**src/rtl/lmps_pkg.sv**
```systemverilog
// Shared types and constants for the LED matrix PWM row scanner.
// No dependencies; imported by every module of the block.
package lmps_pkg;

  localparam int unsigned RowCount = 8;
  localparam int unsigned ColCount = 8;
  localparam int unsigned RowW     = 3;
  localparam int unsigned ColW     = 3;
  localparam int unsigned LevelW   = 4;
  localparam int unsigned LimitW   = 5;
  localparam int unsigned NibW     = 4;
  localparam int unsigned RowBitsW = ColCount * NibW;   // 32
  localparam int unsigned OnBitsW  = 3 * ColCount;      // 24
  localparam int unsigned MapSelW  = 5;

  // Request codes
  localparam logic ReqWrite = 1'b0;
  localparam logic ReqTick  = 1'b1;

  // Level count limits
  localparam logic [LimitW-1:0] LimitMin = 5'd1;
  localparam logic [LimitW-1:0] LimitMax = 5'd16;

  // Driver bit sources: index into the on/off vector, colour c of column n at 3n+c
  // (red 0, green 1, blue 2). NoLed marks driver outputs with nothing attached.
  localparam logic [MapSelW-1:0] NoLed = 5'd31;

  // Entry b sits at [b*5 +: 5]; listed from bit 15 down to bit 0.
  localparam logic [16*MapSelW-1:0] FirstMap = {
    5'd13, 5'd12, 5'd10, 5'd8, 5'd6, 5'd4, 5'd2, 5'd0,
    NoLed, NoLed, NoLed, NoLed, 5'd17, 5'd18, 5'd19, 5'd23
  };
  localparam logic [16*MapSelW-1:0] SecondMap = {
    NoLed, NoLed, NoLed, 5'd9, 5'd7, 5'd5, 5'd3, 5'd1,
    5'd11, 5'd14, 5'd15, 5'd16, 5'd20, 5'd21, 5'd22, NoLed
  };

  typedef struct packed {
    logic             en;
    logic [RowW-1:0]  row;
    logic [ColW-1:0]  col;
    logic [NibW-1:0]  red;
    logic [NibW-1:0]  green;
    logic [NibW-1:0]  blue;
  } lmps_wr_t;

  function automatic logic [15:0] pack_word(input logic [16*MapSelW-1:0] map,
                                            input logic [OnBitsW-1:0]    on_bits);
    logic [15:0]          w;
    logic [MapSelW-1:0]   src;
    w = '0;
    for (int b = 0; b < 16; b++) begin
      src = map[b*MapSelW +: MapSelW];
      if (src < MapSelW'(OnBitsW)) begin
        w[b] = on_bits[src];
      end
    end
    return w;
  endfunction

endpackage

```
**src/rtl/led_matrix_pwm_row_scanner.sv**
```systemverilog
// Top level of the 8x8 RGB LED matrix PWM row scanner.
// Depends on lmps_pkg, lmps_frame_store, lmps_row_encode and lmps_scan_ctrl.
//
// Usage:
//   Input channel (in_valid_i / in_stall_o) carries requests: a pixel write
//   (req_type_i = 0, pixel_index_i = row*8 + column, pixel_color_i = RGB
//   nibbles) or a display tick (req_type_i = 1). A write gives no result.
//   Each tick gives one beat on the output channel (out_valid_o / out_stall_i):
//   the two driver words for the current row at the current PWM level, with
//   row_select_o and pwm_step_o, then the row advances (level on row wrap).
//   cfg_valid_i / cfg_ready_o writes the level count; ready is always high.
//   Throughput: one request per cycle while no tick waits on a held
//   result; the path is input register, row read, 24 nibble compares
//   and a fixed bit permutation, result register.
//   A write is applied to the frame store before any later tick reads it.
//   Receiver stall: the result register holds; a tick waiting behind it
//   holds the input register and raises in_stall_o, while a waiting write
//   still completes. No result is lost or repeated.
//   Reset: frame cleared (dark), row and level zero, level count 16.
module led_matrix_pwm_row_scanner import lmps_pkg::*; (
  input  logic                clk_i,
  input  logic                rst_ni,
  input  logic                in_valid_i,
  output logic                in_stall_o,
  input  logic                req_type_i,
  input  logic [5:0]          pixel_index_i,
  input  logic [11:0]         pixel_color_i,
  output logic                out_valid_o,
  input  logic                out_stall_i,
  output logic [15:0]         driver_word_first_o,
  output logic [15:0]         driver_word_second_o,
  output logic [RowW-1:0]     row_select_o,
  output logic [LevelW-1:0]   pwm_step_o,
  input  logic                cfg_valid_i,
  output logic                cfg_ready_o,
  input  logic [LimitW-1:0]   cfg_data_i
);

  // input register
  logic        in_valid_q;
  logic        req_q;
  logic [5:0]  index_q;
  logic [11:0] color_q;

  // result register
  logic              out_valid_q;
  logic [15:0]       first_q, second_q;
  logic [RowW-1:0]   row_sel_q;
  logic [LevelW-1:0] step_q;

  logic              out_free, tick_go, wr_go, item_go, in_accept;
  lmps_wr_t          wr;
  logic [RowW-1:0]   scan_row;
  logic [LevelW-1:0] scan_level;
  logic [RowBitsW-1:0] red_row, green_row, blue_row;
  logic [15:0]       first_d, second_d;

  assign out_free  = !out_valid_q || !out_stall_i;
  assign tick_go   = in_valid_q && (req_q == ReqTick) && out_free;
  assign wr_go     = in_valid_q && (req_q == ReqWrite);
  assign item_go   = tick_go || wr_go;
  assign in_stall_o = in_valid_q && !item_go;
  assign in_accept = in_valid_i && !in_stall_o;
  assign cfg_ready_o = 1'b1;

  always_comb begin
    wr.en    = wr_go;
    wr.row   = index_q[5:3];
    wr.col   = index_q[2:0];
    wr.red   = color_q[11:8];
    wr.green = color_q[7:4];
    wr.blue  = color_q[3:0];
  end

  lmps_frame_store u_store (
    .clk_i    (clk_i),
    .rst_ni   (rst_ni),
    .wr_i     (wr),
    .rd_row_i (scan_row),
    .red_o    (red_row),
    .green_o  (green_row),
    .blue_o   (blue_row)
  );

  lmps_scan_ctrl u_scan (
    .clk_i      (clk_i),
    .rst_ni     (rst_ni),
    .cfg_we_i   (cfg_valid_i && cfg_ready_o),
    .cfg_data_i (cfg_data_i),
    .tick_i     (tick_go),
    .row_o      (scan_row),
    .level_o    (scan_level)
  );

  lmps_row_encode u_encode (
    .red_i         (red_row),
    .green_i       (green_row),
    .blue_i        (blue_row),
    .level_i       (scan_level),
    .word_first_o  (first_d),
    .word_second_o (second_d)
  );

  always_ff @(posedge clk_i or negedge rst_ni) begin
    if (!rst_ni) begin
      in_valid_q  <= 1'b0;
      out_valid_q <= 1'b0;
    end else begin
      if (in_accept) begin
        in_valid_q <= 1'b1;
      end else if (item_go) begin
        in_valid_q <= 1'b0;
      end
      if (out_free) begin
        out_valid_q <= tick_go;
      end
    end
  end

  always_ff @(posedge clk_i) begin
    if (in_accept) begin
      req_q   <= req_type_i;
      index_q <= pixel_index_i;
      color_q <= pixel_color_i;
    end
    if (tick_go) begin
      first_q   <= first_d;
      second_q  <= second_d;
      row_sel_q <= scan_row;
      step_q    <= scan_level;
    end
  end

  assign out_valid_o          = out_valid_q;
  assign driver_word_first_o  = first_q;
  assign driver_word_second_o = second_q;
  assign row_select_o         = row_sel_q;
  assign pwm_step_o           = step_q;

  // a new result beat only comes from a tick that moved on
  a_result_from_tick: assert property (@(posedge clk_i) disable iff (!rst_ni)
    $rose(out_valid_q) |-> $past(tick_go))
    else $error("result beat without a tick");

  // the input side only stalls behind a tick blocked by a held result
  a_stall_cause: assert property (@(posedge clk_i) disable iff (!rst_ni)
    in_stall_o |-> (in_valid_q && req_q == ReqTick && out_valid_q && out_stall_i))
    else $error("input stalled without cause");

  // the scan row moves only on a tick
  a_row_hold: assert property (@(posedge clk_i) disable iff (!rst_ni)
    !tick_go |=> $stable(scan_row))
    else $error("row moved without a tick");

  // the level moves only when the row wraps
  a_level_hold: assert property (@(posedge clk_i) disable iff (!rst_ni)
    (!tick_go || scan_row != RowW'(RowCount - 1)) |=> $stable(scan_level))
    else $error("level moved without a row wrap");

endmodule

```
**src/rtl/lmps_frame_store.sv**
```systemverilog
// Frame store: three colour planes of 8 rows x 8 nibbles, nibble-wide writes.
// One combinational row read for the scan. Depends on lmps_pkg.
module lmps_frame_store import lmps_pkg::*; (
  input  logic                clk_i,
  input  logic                rst_ni,
  input  lmps_wr_t            wr_i,
  input  logic [RowW-1:0]     rd_row_i,
  output logic [RowBitsW-1:0] red_o,
  output logic [RowBitsW-1:0] green_o,
  output logic [RowBitsW-1:0] blue_o
);

  logic [RowBitsW-1:0] red_q   [RowCount];
  logic [RowBitsW-1:0] green_q [RowCount];
  logic [RowBitsW-1:0] blue_q  [RowCount];

  // cleared at reset so the display starts dark
  always_ff @(posedge clk_i or negedge rst_ni) begin
    if (!rst_ni) begin
      for (int r = 0; r < RowCount; r++) begin
        red_q[r]   <= '0;
        green_q[r] <= '0;
        blue_q[r]  <= '0;
      end
    end else if (wr_i.en) begin
      red_q[wr_i.row][wr_i.col*NibW +: NibW]   <= wr_i.red;
      green_q[wr_i.row][wr_i.col*NibW +: NibW] <= wr_i.green;
      blue_q[wr_i.row][wr_i.col*NibW +: NibW]  <= wr_i.blue;
    end
  end

  assign red_o   = red_q[rd_row_i];
  assign green_o = green_q[rd_row_i];
  assign blue_o  = blue_q[rd_row_i];

endmodule

```
**src/rtl/lmps_row_encode.sv**
```systemverilog
// Row encoder: 24 nibble compares against the PWM level, then the fixed
// permutation onto the two driver words. Depends on lmps_pkg.
module lmps_row_encode import lmps_pkg::*; (
  input  logic [RowBitsW-1:0] red_i,
  input  logic [RowBitsW-1:0] green_i,
  input  logic [RowBitsW-1:0] blue_i,
  input  logic [LevelW-1:0]   level_i,
  output logic [15:0]         word_first_o,
  output logic [15:0]         word_second_o
);

  logic [OnBitsW-1:0] on_bits;

  // strictly greater: intensity 0 is always dark
  always_comb begin
    for (int c = 0; c < ColCount; c++) begin
      on_bits[3*c]     = red_i[c*NibW +: NibW]   > level_i;
      on_bits[3*c + 1] = green_i[c*NibW +: NibW] > level_i;
      on_bits[3*c + 2] = blue_i[c*NibW +: NibW]  > level_i;
    end
  end

  assign word_first_o  = pack_word(FirstMap, on_bits);
  assign word_second_o = pack_word(SecondMap, on_bits);

endmodule

```
**src/rtl/lmps_scan_ctrl.sv**
```systemverilog
// Scan counters (row inner, level outer) and the level count register.
// Depends on lmps_pkg.
module lmps_scan_ctrl import lmps_pkg::*; (
  input  logic              clk_i,
  input  logic              rst_ni,
  input  logic              cfg_we_i,
  input  logic [LimitW-1:0] cfg_data_i,
  input  logic              tick_i,
  output logic [RowW-1:0]   row_o,
  output logic [LevelW-1:0] level_o
);

  logic [LimitW-1:0] limit_q;
  logic [RowW-1:0]   row_q, row_d;
  logic [LevelW-1:0] level_q, level_d;
  logic [LimitW-1:0] limit_eff;
  logic [LimitW-1:0] level_inc;

  always_comb begin
    if (limit_q == '0) begin
      limit_eff = LimitMin;
    end else if (limit_q > LimitMax) begin
      limit_eff = LimitMax;
    end else begin
      limit_eff = limit_q;
    end
  end

  assign level_inc = {1'b0, level_q} + LimitW'(1);

  always_comb begin
    row_d   = row_q;
    level_d = level_q;
    if (tick_i) begin
      row_d = row_q + RowW'(1);
      if (row_q == RowW'(RowCount - 1)) begin
        // limit lowered below the current level takes hold here
        level_d = (level_inc >= limit_eff) ? '0 : level_inc[LevelW-1:0];
      end
    end
  end

  always_ff @(posedge clk_i or negedge rst_ni) begin
    if (!rst_ni) begin
      limit_q <= LimitMax;
      row_q   <= '0;
      level_q <= '0;
    end else begin
      if (cfg_we_i) begin
        limit_q <= cfg_data_i;
      end
      row_q   <= row_d;
      level_q <= level_d;
    end
  end

  assign row_o   = row_q;
  assign level_o = level_q;

endmodule

```
**config.mk**
```make
export PLATFORM = sky130hd
export DESIGN_NAME = led_matrix_pwm_row_scanner
export DESIGN_NICKNAME = d
export VERILOG_FILES = /design/src/rtl/lmps_pkg.sv /design/src/rtl/led_matrix_pwm_row_scanner.sv /design/src/rtl/lmps_frame_store.sv /design/src/rtl/lmps_row_encode.sv /design/src/rtl/lmps_scan_ctrl.sv
export SDC_FILE = /design/constraint.sdc
export NUM_CORES = 1
export LEC_CHECK = 0
export BUFFER_PORTS_ARGS = -buffer_cell sky130_fd_sc_hd__buf_2
export CELL_PAD_IN_SITES_DETAIL_PLACEMENT = 1
export CELL_PAD_IN_SITES_GLOBAL_PLACEMENT = 2
export CORE_UTILIZATION = 40
export CTS_BUF_LIST = sky130_fd_sc_hd__clkbuf_8
export DETAILED_ROUTE_END_ITERATION = 10
export PLACE_DENSITY_LB_ADDON = 0.15
export SYNTH_ARGS = -nofsm -noshare
export SYNTH_HDL_FRONTEND = slang
export SYNTH_HIERARCHICAL = 1
export SYNTH_SLANG_ARGS = --single-unit
```
**constraint.sdc**
```tcl
create_clock -name clk_i -period 4.45 [get_ports clk_i]
set_input_delay 0.89 -clock clk_i [delete_from_list [all_inputs] [get_ports clk_i]]
set_output_delay 0.89 -clock clk_i [all_outputs]
set_load 0.05 [all_outputs]
```
-- Word level (Yosys, flattened, before mapping)
Index checks and enable logic that the tools add are counted.
W data, S select, Z words.
- bits in registers: 832
- bits of input ports: 29
- output and inout bits: 42
- logic and storage cells: 110
- $add $sub $neg: 3
- order comparisons: 29
- eq/ne operators: 1
- shift-type cells: 4
- muxes and demuxes: 19
- bitwise operators: 3
- reduce and logical (&&, ||, !) cells: 15
- operators with widths (cell ; count):
    $bwmux W256 ; 3
    $bmux W32 S3 ; 3
    $mux W32 ; 7
    $shiftx A4 B34 Y32 ; 3
    $demux W32 S3 ; 1
    $gt A4 B4 Y1 ; 24
    $neg A5 Y34 ; 1
    $shift A4 B34 Y32 const A ; 1
    $mux W5 ; 2
    $ge A4 B4 Y1 const B ; 2
    $not A3 Y4 ; 2
    $logic_and A1 B1 Y1 ; 6
    $add A4 B1 Y5 const B ; 1
    $ge A5 B5 Y1 ; 1
    $gt A5 B5 Y1 const B ; 1
    $logic_not A5 Y1 ; 1
    $logic_not A1 Y1 ; 4
    $lt A4 B1 Y1 const B ; 1
    $mux W4 ; 1
    $add A3 B1 Y3 const B ; 1
    $eq A3 B3 Y1 const B ; 1
    $logic_or A1 B1 Y1 ; 2
    $mux W1 ; 2
    $reduce_and A2 Y1 ; 1
    2 further kinds ; 2

-- Logic depth before layout (Yosys ltp)
- word-level depth: 9
- gate-level depth with buffers: 12
- gate-level depth less buffers: 8

-- Hierarchy
The synthesis kept the hierarchy.
- modules (own cells, without submodules) (module ; instances ; cells each ; area an instance (µm²) ; sequential area each (µm²)):
    lmps_frame_store ; 1 ; 2171 ; 35088.7 ; 19218.4
    lmps_row_encode ; 1 ; 258 ; 2434.8 ; 0.0
    led_matrix_pwm_row_scanner ; 1 ; 71 ; 1848.0 ; 1791.7
    lmps_scan_ctrl ; 1 ; 60 ; 678.2 ; 301.5

-- Worst setup path before layout
OpenSTA, ideal clock, no wires.
- path kind: input to register
- start point: input port out_stall_i
- end point: register u_scan.level_q[2], in the netlist u_scan/level_o[2]
- library setup time: 0.104 ns
- data arrival time: 3.912 ns
- required time: 4.346 ns
- setup slack: 0.434 ns
- stages on the path: 5
- path buffers: 0
- cell sequence: a21oi_1 -> nand2_1 -> nor2_1 -> o21ai_2 -> o311ai_1
- longest elaborated chain between the ends: 4
- RTL lines (what ; RTL line ; text):
    start: declaration ; led_matrix_pwm_row_scanner.sv:29 ; input logic out_stall_i,
    $logic_not A1 Y1 ; led_matrix_pwm_row_scanner.sv:58 ; assign out_free = !out_valid_q || !out_stall_i;
    $logic_or A1 B1 Y1 ; led_matrix_pwm_row_scanner.sv:58 ;
    $logic_and A1 B1 Y1 ; led_matrix_pwm_row_scanner.sv:59 ; assign tick_go = in_valid_q && (req_q == ReqTick) && out_free;
    $reduce_and A2 Y1 (no source line) ; n/a ;
    end signal: assignment ; lmps_scan_ctrl.sv:53 ; level_q <= level_d;
    end: declaration ; lmps_scan_ctrl.sv:15 ; logic [LevelW-1:0] level_q, level_d;
No other way between the ends.
A chain may end at the register's enable or synchronous reset.

-- Final worst setup path
- start point: register index_q[1]
- end point: register u_store/blue_q[230] in the netlist's numbering
- longest elaborated chain between the ends: 5
- elaborated cells on any way between the ends: 6
- classes of those cells: add/sub (1); shift (2); mux (3)
- RTL lines (what ; RTL line ; text):
    start: declaration ; led_matrix_pwm_row_scanner.sv:42 ; logic [5:0] index_q;
    start signal: assignment ; led_matrix_pwm_row_scanner.sv:123 ; index_q <= pixel_index_i;
    $neg A5 Y34 (*) ; lmps_frame_store.sv:28 ; blue_q[wr_i.row][wr_i.col*NibW +: NibW] <= wr_i.blue;
    $shift A4 B34 Y32 ; lmps_frame_store.sv:28 ;
    $mux W32 (implied by the code) ; lmps_frame_store.sv:28 ;
    $demux W32 S3 ; lmps_frame_store.sv:28 ;
    $bwmux W256 (*) ; lmps_frame_store.sv:28 ;
    end signal: indexed assignment ; lmps_frame_store.sv:28 ;
    end: declaration ; lmps_frame_store.sv:15 ; logic [RowBitsW-1:0] blue_q [RowCount];
Every way passes the cells marked *; elsewhere a longest branch is shown, timed or not.

==> results.txt <==
Die H: 318.4 um
most frequent CP cell: buf_4
Critical Path, Cell by Cell: inv_1 -> ha_1 -> buf_4 -> nand4b_1 -> nor2b_1 -> buf_4 -> mux2_2
routed len/inst: 26.86 um
Worst EP arrival: 4.11 ns
clock buffer count from CTS: 152
CP Buf/Inv Count: 3
setup bufs post-CTS: 0
H-tree lvl count: 4
RSZ-0062 raised after global routing: false
launch point of the worst reg-to-reg path: index_q[1]
CTS tree: built
placed cells: 3799
first-pass GRT wire length: 170.1 mm
status: complete, no violations
clock root buffer: clkbuf_8
critical path peak fanout: 19
Fillers: 9611
Starting Density: 0.4052
Rows: 115
critical path capture point type: flip-flop
peak supply drop: 0.2910 mV
Cell Count, Final, Fillers Out: 4070
via-per-instance ratio: 5.578
final cycle utilization of the critical path: 0.7717
Skew-Pair Late Insertion Delay: 0.82 ns
vias in the first global route: 26210
synthesized area per cell: 15.64 um^2
Data required, critical path: 5.12 ns
Pre-Repair DR Iteration Count: 5
slowest CP cell: ha_1
type of origin of the critical path: flip-flop
initial drt markers: 1194
Core Box Area: 98850 um^2
max incr delay on CP: 0.76 ns
maxcap violations: 0
Synth Register Bits: 840
IO Port Bufs: 69
initial antenna violation count: 8
fmax: 0.2912 GHz
ys flop type: dfrtp_1
setup violators final: 0
Final TNS setup: 0 ns
dpl cell area: 42000 um^2
Layout area overhead: 12.27%
Hold Path Class: input pin to asynchronous set/reset pin
Pwr Density: 455.4 nW/um^2
clock skew: 0.02534 ns
slew margin rel.: 0.2669
R2R depth: 7
cell area after layout: 44960 um^2
Final Hold Viols: 0
crit-path leading delay family: simple AND/OR/NAND/NOR gates
max-slew violation count: 0
ports placed on the boundary: 71
Synth Instances: 2560
P_leak: 21.72 nW
CP Class: flip-flop to flip-flop
most common cell after layout, fill and taps aside: mux2_2
gr usage total: 0.2240
Tmin final: 3.434 ns
Post-DP HPWL: 66.63 mm
hold_buf cts: 0
grt ovf: 0
GPL Wtd Cong: 0.7314
pin count of the biggest net entering global routing: 99
commonest cells after routing, fill and taps aside: mux2_2 (870), dfrtp_1 (777), mux4_2 (192)
R2R Setup Slk: 1.02 ns
min setup slack post-route: 1.016 ns
pre-CTS worst setup slack: 1.098 ns
Final ANT Viol Nets: 0
final wirelength: 109.3 mm
width of the die: 318.4 um
share of cells above drive strength 1: 0.5478
Yosys warning count: 6
DIE AREA: 101400 um^2
Clock Pin Slew Worst Setup and Hold Paths: 0.06 ns
via count: 22700
overall power: 20.48 mW
sequential area share after synthesis: 0.5321
asr flop ratio synth: 0.9310
RR Endpoint: u_store/blue_q[230]
worst-margin pin slew: 1.097 ns
Post-CTS Resized: 0
Final #Nets: 2801
area of the mapped netlist: 40050 um^2
drt drc: 0
Synth cell types: 51
Clock Path Buffers: 3
clock sink total: 840
Post-synth EDFFs: 58
==> sequential cells by signal, summed over array words and instances, names as in the netlist <==
name                  flops
u_scan/limit_q            5
u_scan/row_o              3
color_q                  12
u_store/green_q         256
in_valid_q                1
pwm_step_o                4
u_store/blue_q          256
u_store/red_q           256
row_select_o              3
req_q                     1
out_valid_o               1
driver_word_second_o     16
driver_word_first_o      16
index_q                   6
u_scan/level_o            4
==> report_power, final <==
group | internal [mW] | total, mW | switching [mW]
Combinational | 2.17 | 4.74 | 2.56
Sequential | 8.21 | 8.67 | 0.465
Clock | 3.82 | 7.07 | 3.25
Total | 14.2 | 20.5 | 6.27
==> routing by layer <==
layer / share of wire / GRT usage
met2: 0.51 / 0.3835
met5: 0 / 0
met3: 0.029 / 0.03186
met4: 0.021 / 0.06495
met1: 0.44 / 0.2953
==> logic make-up (layout without fill, tap and decap cells) <==
family,count (synthesis),in the layout,synth area share
DFF,840,840,0.5321
adders and majority gates,106,106,0.03312
xor gates and xnor gates,3,3,0.0006562
buffers and inverters,259,472,0.02902
muxes,1062,1062,0.3526
AOI/OAI and AO/OA,84,84,0.01656
and+or+nand+nor,204,204,0.03574
other,2,12,0.0001875
==> cells in the mapped netlist, drive strengths merged (2+ instances only) <==
library cell | n | area (um^2)
and2 | 16 | 100.1
buf | 117 | 625.6
and4b | 3 | 30.03
o211ai | 19 | 232.7
and4 | 19 | 168.9
edfxtp | 58 | 1742
nand2b | 2 | 20.02
nor2b | 34 | 347.8
and4bb | 2 | 25.02
nand4b | 4 | 35.03
ha | 106 | 1326
nand4bb | 2 | 22.52
nor4b | 4 | 77.58
inv | 34 | 127.6
o21ai | 18 | 93.84
nand4 | 24 | 150.1
clkbuf | 108 | 409.1
nor4bb | 3 | 30.03
nor2 | 27 | 101.4
nand3 | 17 | 85.08
conb | 2 | 7.510
and3 | 17 | 106.4
xor2 | 2 | 17.52
dfrtp | 781 | 19540
nand2 | 25 | 93.84
mux4 | 192 | 4324
mux2 | 870 | 9797
a21oi | 43 | 282.8
==> how the worst max path moves through the flow <==
stage,from,end,depth (start not counted)
2_1_floorplan,out_stall_i,u_scan/level_o[2],5
3_3_place_gp,index_q[1],u_store/blue_q[103],7
3_5_place_dp,index_q[1],u_store/red_q[103],7
4_1_cts,index_q[1],u_store/red_q[103],7
5_1_grt,index_q[1],u_store/red_q[199],7
6_report,index_q[1],u_store/blue_q[230],7
==> through the flow <==
stage / util / hold slack (ns)
after CTS: 0.4548 / 0.07176
after global routing: 0.4548 / 0.1360
after detailed placement: 0.4248 / 0.4876
after floorplan: - / 0.4690
after global placement: 0.4248 / 0.4814
final: 0.4549 / 0.1210
==> layout make-up <==
cell class	count	area, um^2	area share
inverters	34	127.6	0.002838
clock inverters	78	345.3	0.007680
multi-input cells	1468	17630	0.3921
well taps	1287	1610	0.03581
flip-flops and latches	840	21320	0.4743
clock buffers	190	2615	0.05816
repair buffers	170	1301	0.02894
diodes	3	7.507	0.0001670
Power figures use the tool's default switching activity.
